File: config.mk
export PLATFORM = sky130hd
export DESIGN_NAME = flc_update
export DESIGN_NICKNAME = d
export VERILOG_FILES = /design/src/rtl/core/flc_pkg.sv /design/src/rtl/core/flc_update.sv
export SDC_FILE = /design/constraint.sdc
export NUM_CORES = 1
export LEC_CHECK = 0
export BUFFER_PORTS_ARGS = -buffer_cell sky130_fd_sc_hd__buf_4
export CORE_UTILIZATION = 48
export DETAILED_ROUTE_END_ITERATION = 16
export PLACE_DENSITY = 0.95
export SLEW_MARGIN = 10
export SYNTH_ARGS = -nofsm -noshare
export SYNTH_HDL_FRONTEND = slang
export SYNTH_SLANG_ARGS = --single-unit
File: constraint.sdc
create_clock -name vclk -period 8.3
set_clock_uncertainty 0.2 [all_clocks]
set_input_delay 2.075 -clock vclk [all_inputs]
set_output_delay 2.075 -clock vclk [all_outputs]
set_load 0.01 [all_outputs]
File: src/rtl/core/flc_pkg.sv
// Shared types, codes and widths for the flow counter table.
`default_nettype none

package flc_pkg;

    localparam int ACTION_W  = 3;
    localparam int INDEX_W   = 10;
    localparam int VALUE_W   = 64;
    localparam int TOTAL_W   = 11;
    localparam int STATUS_W  = 2;
    localparam int CFG_W     = 11;
    // Wide enough for any table depth in the supported range and for the limit register.
    localparam int LIMIT_W   = 17;

    localparam int TABLE_DEPTH_DEFAULT = 1024;
    localparam logic [CFG_W-1:0] CFG_LIMIT_RESET = 11'd1024;

    localparam logic [ACTION_W-1:0] ACT_INCREMENT = 3'd0;
    localparam logic [ACTION_W-1:0] ACT_ALLOCATE  = 3'd1;
    localparam logic [ACTION_W-1:0] ACT_DELETE    = 3'd2;
    localparam logic [ACTION_W-1:0] ACT_CLEAR     = 3'd3;
    localparam logic [ACTION_W-1:0] ACT_READ      = 3'd4;

    localparam logic [STATUS_W-1:0] ST_OK        = 2'd0;
    localparam logic [STATUS_W-1:0] ST_BAD_INDEX = 2'd1;
    localparam logic [STATUS_W-1:0] ST_NOT_EXIST = 2'd2;

    // One table entry as stored in the counter memory.
    typedef struct packed {
        logic               valid;
        logic [VALUE_W-1:0] value;
    } t_entry;

    // Outcome of one item: the write-back to the table and the result beat.
    typedef struct packed {
        logic                wr_en;
        t_entry              wr_entry;
        logic [STATUS_W-1:0] status;
        logic [VALUE_W-1:0]  value;
        logic [TOTAL_W-1:0]  total;
    } t_upd;

endpackage

`default_nettype wire

File: src/rtl/core/flc_update.sv
// Per-item decision logic: status, new entry contents and new active count.
`default_nettype none

module flc_update
    import flc_pkg::*;
(
    input  wire t_entry              i_entry,
    input  wire logic [ACTION_W-1:0] i_action,
    input  wire logic [INDEX_W-1:0]  i_index,
    input  wire logic [LIMIT_W-1:0]  i_limit,
    input  wire logic [TOTAL_W-1:0]  i_total,
    output t_upd                     o_upd
);

    logic [VALUE_W-1:0] base_value;
    logic               out_of_range;

    // An entry that is not valid counts from zero once it gets allocated.
    assign base_value   = i_entry.valid ? i_entry.value : '0;
    assign out_of_range = (LIMIT_W'(i_index) >= i_limit);

    always_comb begin
        o_upd          = '0;
        o_upd.status   = ST_OK;
        o_upd.total    = i_total;
        if (i_action > ACT_READ) begin
            // Unknown actions leave everything alone.
        end else if (i_index == '0) begin
            if (i_action == ACT_READ) begin
                o_upd.status = ST_BAD_INDEX;
            end
        end else if (out_of_range) begin
            o_upd.status = ST_BAD_INDEX;
        end else if (i_action == ACT_INCREMENT || i_action == ACT_ALLOCATE) begin
            o_upd.wr_en          = 1'b1;
            o_upd.wr_entry.valid = 1'b1;
            o_upd.wr_entry.value = (i_action == ACT_INCREMENT) ?
                                   base_value + VALUE_W'(1) : base_value;
            o_upd.value          = o_upd.wr_entry.value;
            if (!i_entry.valid) begin
                o_upd.total = i_total + TOTAL_W'(1);
            end
        end else if (!i_entry.valid) begin
            o_upd.status = ST_NOT_EXIST;
        end else begin
            case (i_action)
                ACT_DELETE: begin
                    o_upd.wr_en = 1'b1;
                    o_upd.total = i_total - TOTAL_W'(1);
                end
                ACT_CLEAR: begin
                    o_upd.wr_en          = 1'b1;
                    o_upd.wr_entry.valid = 1'b1;
                end
                default: begin
                    o_upd.value = i_entry.value;
                end
            endcase
        end
    end

endmodule

`default_nettype wire
[Word level (Yosys, flattened, before mapping)]
Index checks and enable logic that the tools add are counted.
Widths: inputs -> output; s select.
Word-level totals
  register bits: 0
  bits of input ports: 106
  logic and storage cells: 35
Operators by class
  add/subtract/negate cells: 3
  magnitude comparators: 2
  equality and inequality tests: 4
  multiplexer cells: 22
  reductions and logical operators: 4
Operators with widths (count)
  $mux 75: 4
  $mux 64: 4
  $mux 143: 1
  $mux 66: 2
  $add 64x1->64 const B: 1
  $mux 11: 2
  $ge 10x17->1: 1
  $mux 2: 6
  $add 11x1->11 const B: 1
  $sub 11x1->11 const B: 1
  $logic_not 10->1: 1
  $eq 3x2->1 const B: 2
  $eq 3x1->1 const B: 1
  $eq 3x3->1 const B: 1
  $gt 3x3->1 const B: 1
  $logic_not 3->1: 1
  $mux 1: 3
  $reduce_or 2->1: 1
  $logic_or 1x1->1: 1

[Depth between registers and ports, before layout]
  depth in word-level cells: 8
  mapped depth: 15
  gate-level depth less buffers: 8

[Worst setup path before layout]
OpenSTA, ideal clock, no wires.
  path kind: input to output
  from: in i_entry[64] (netlist name)
  to: out o_upd[45] (netlist name)
  arrival time: 5080 ps
  required time: 6025 ps
  setup slack: 945 ps
  stages: 14
  path buffers: 6
  cell sequence: buf_4 > buf_6 > buf_2 > buf_1 > clkbuf_1 > buf_2 > and2_1 > ha_1 > nand4_1 > nor4_4 > nand4_4 > or3_4 > or3b_1 > o21ai_2
RTL lines
  from (decl): RTL line flc_update.sv:7  | input wire t_entry i_entry,
  to (decl): RTL line flc_update.sv:12  | output t_upd o_upd

==> reports/metrics.yaml <==
run_status:
  status: "complete, no violations"
floorplanning:
  die_h_um: 99.5
  rows: 35
  start_util: 0.494
  die-area_sq_um: 9900
  fp.dieW_um: 99.5
  coreArea_sq_um: 9240
  ioPinCount: 249
route:
  route.met2.wl_um: 8980
  drt_first_pass_iters: 8
  wl_met1_um: 7660
  antenna_left: 0
  via_per_inst: 6.32
  drc_errors: 0
  drt-total-wl_um: 19400
  wl_per_cell_um: 17.4
  drt-initial-drc-count: 753
  routed.top_layer: "met4"
  wl_met3_um: 2070
  routed-via-count: 7010
yosys:
  syn-num-nets: 890
  yosys_warnings: 0
  netlist_instances: 771
  synth.area.top_cells: "nor2_1 (8.6%), nand2_1 (8.3%), xnor2_1 (6.9%)"
  ys_seq_area_frac: 0
  synth.distinct_cells: 69
  syn_area_sq_um: 4560
  synth_top_area_cell: "nor2_1"
  netlist.area_leader.share: 0.0855
  avgSynthCellArea_sq_um: 5.92
pwr:
  seq_power_share: 0
  clockPowerShare: 0
  p_per_area_nw_per_um2: 39.5
  irDropWorstVdd_mv: 0.0254
  p_leak_uw: 0.00276
  power_uw: 255
  swShare: 0.558
  p_int_uw: 112
  switchingPower_uw: 142
  power_frac_comb: 1.000
clocking:
  cts_post_setup_buffers_inserted: 0
  ctsHoldBuffers: 0
  cts-resized-gates: 0
timing:
  finalHoldViolations: 0
  finalCritPeriodShare: 0.881
  period_needed_ns: 7.31
  maxClockFrequency_ghz: 0.137
  setup_viol: 0
  drv_slew: 0
  worst_slew_pin_slew_ns: 0.870
  setup_tns_ns: 0
  rsz0062_at_grt: "false"
  holdWs_ns: 4.22
  slew-limit-headroom: 0.418
global_routing:
  grt_pass1_vias: 6173
  grt_pass1_wl_um: 30500
  grt_max_degree: 64
  antenna_found_initial: 0
  overflow: 0
  grt.total_usage: 0.373
cells_and_area:
  seq_cells: 0
  seq_area_sq_um: 0
  clock_buffers: 0
  drive_gt1_frac: 0.298
  final_area_sq_um: 6440
  area_growth_pct: 41.1
  num_antenna_cells: 0
  finalNonFillerCells: 1110
  final_nets: 1102
worst_setup_path:
  worst_setup_path_start_kind: "input pin"
  crit_start: "i_entry[64]"
  crit_path_top_delay_cell: "or4_1"
  required_ns: 6.03
  critPathMaxFanout: 30
  crit_type: "in -> out"
  cp_num_buf_inv: 2
  path_cells: "buf_4 > and2_1 > ha_1 > nand2_1 > nor3_4 > nand3_1 > or4_1 > a32oi_1 > o21ai_0 > buf_4"
  crit_cells: 10
  cp_slowest_stage_delay_ns: 0.75
  worstSetupEndpoint: "o_upd[65]"
  critical_path_arrival_ns: 5.04
  worst_path_dominant_cell_family: "simple AND/OR/NAND/NOR gates"
  crit_path_frequent_cell: "buf_4"
  end_kind: "output pin"
placement:
  dpl_cell_area_sq_um: 6440
  dp_hpwl_um: 15500
  gp_congestion: 1.07
  placed_cells: 1110
  port_buffers: 249
worst_hold_path:
  hold_path.class: "in -> out"
  hold_path_startpoint: "i_total[10]"
flow_run:
  cap_viol_max_count: 0
metrics by stage:
step	setup WS (ns)	utilization
2_1_floorplan	0.945	-
3_3_place_gp	1.23	0.697
3_5_place_dp	1.16	0.697
4_1_cts	1.14	0.697
5_1_grt	0.849	0.697
6_report	0.989	0.697
cell usage in the layout (no fill, tap or decap), drive strengths merged, types with 4 or more instances in the layout:
cell,n
buf,260
nor2,104
nand2,101
nand3,58
a21oi,46
nor3,43
nand4,42
xnor2,36
o21ai,28
xor2,26
nor4,26
and2,23
inv,21
and3,17
a31oi,14
o22ai,13
ha,13
or3,13
a211oi,8
or4,8
and4,8
nand2b,8
mux2i,5
o21a,5
o21bai,5
or3b,5
nand4b,4
mux2,4
synthesized netlist by cell type (5+ instances only):
| master | count |
|---|---|
| nor2_1 | 104 |
| nand2_1 | 101 |
| nand3_1 | 57 |
| a21oi_1 | 46 |
| nor3_1 | 41 |
| nand4_1 | 39 |
| xnor2_1 | 36 |
| o21ai_0 | 27 |
| xor2_1 | 26 |
| clkbuf_1 | 22 |
| and2_1 | 21 |
| inv_1 | 21 |
| nor4_1 | 19 |
| and3_1 | 17 |
| a31oi_1 | 14 |
| ha_1 | 13 |
| o22ai_1 | 13 |
| or3_1 | 9 |
| a211oi_1 | 8 |
| and4_1 | 8 |
| buf_1 | 8 |
| nand2b_1 | 8 |
| or4_1 | 8 |
| buf_2 | 7 |
| buf_4 | 5 |
| buf_6 | 5 |
| mux2i_1 | 5 |
| nor4_2 | 5 |
| o21a_1 | 5 |
| o21bai_1 | 5 |
layer usage:
metal / vias up / track usage
met5: - / 0
met4: 0 / 0.118
met3: 77 / 0.0555
met2: 513 / 0.643
met1: 3153 / 0.475
li1: 3267 / -
power groups by stage:
stage | Combinational (uW) | Sequential, uW | Clock [uW]
after detailed placement | 249 | 0 | 0
final | 255 | 0 | 0
after CTS | 250 | 0 | 0
after global placement | 246 | 0 | 0
after global routing | 274 | 0 | 0
after floorplan | 128 | 0 | 0
cells by family (layout without fill, tap and decap cells):
family	count (synthesis)	in the layout	share of synthesized area
buffers and inverters	71	281	0.0735
AND/OR/NAND/NOR	476	476	0.562
XOR/XNOR	62	62	0.119
multiplexers	9	9	0.0208
adder cells (fa/ha/maj)	13	13	0.0356
AO/OA/AOI/OAI	140	140	0.189
final cells by class:
class | instances | area, sq um
fillers | 823 | 2800
inverters | 21 | 78.8
multi-input cells | 700 | 4230
well taps | 129 | 161
repair buffers | 260 | 1960
worst min-delay path by stage:
stage / to / slack (ns) / cells after the start
2_1_floorplan: o_upd[2] / 4.03 / 1
3_3_place_gp: o_upd[10] / 4.22 / 3
3_5_place_dp: o_upd[10] / 4.23 / 3
4_1_cts: o_upd[10] / 4.23 / 3
5_1_grt: o_upd[10] / 4.24 / 3
6_report: o_upd[10] / 4.22 / 3
Note: power is estimated with default switching activity, not from simulation.
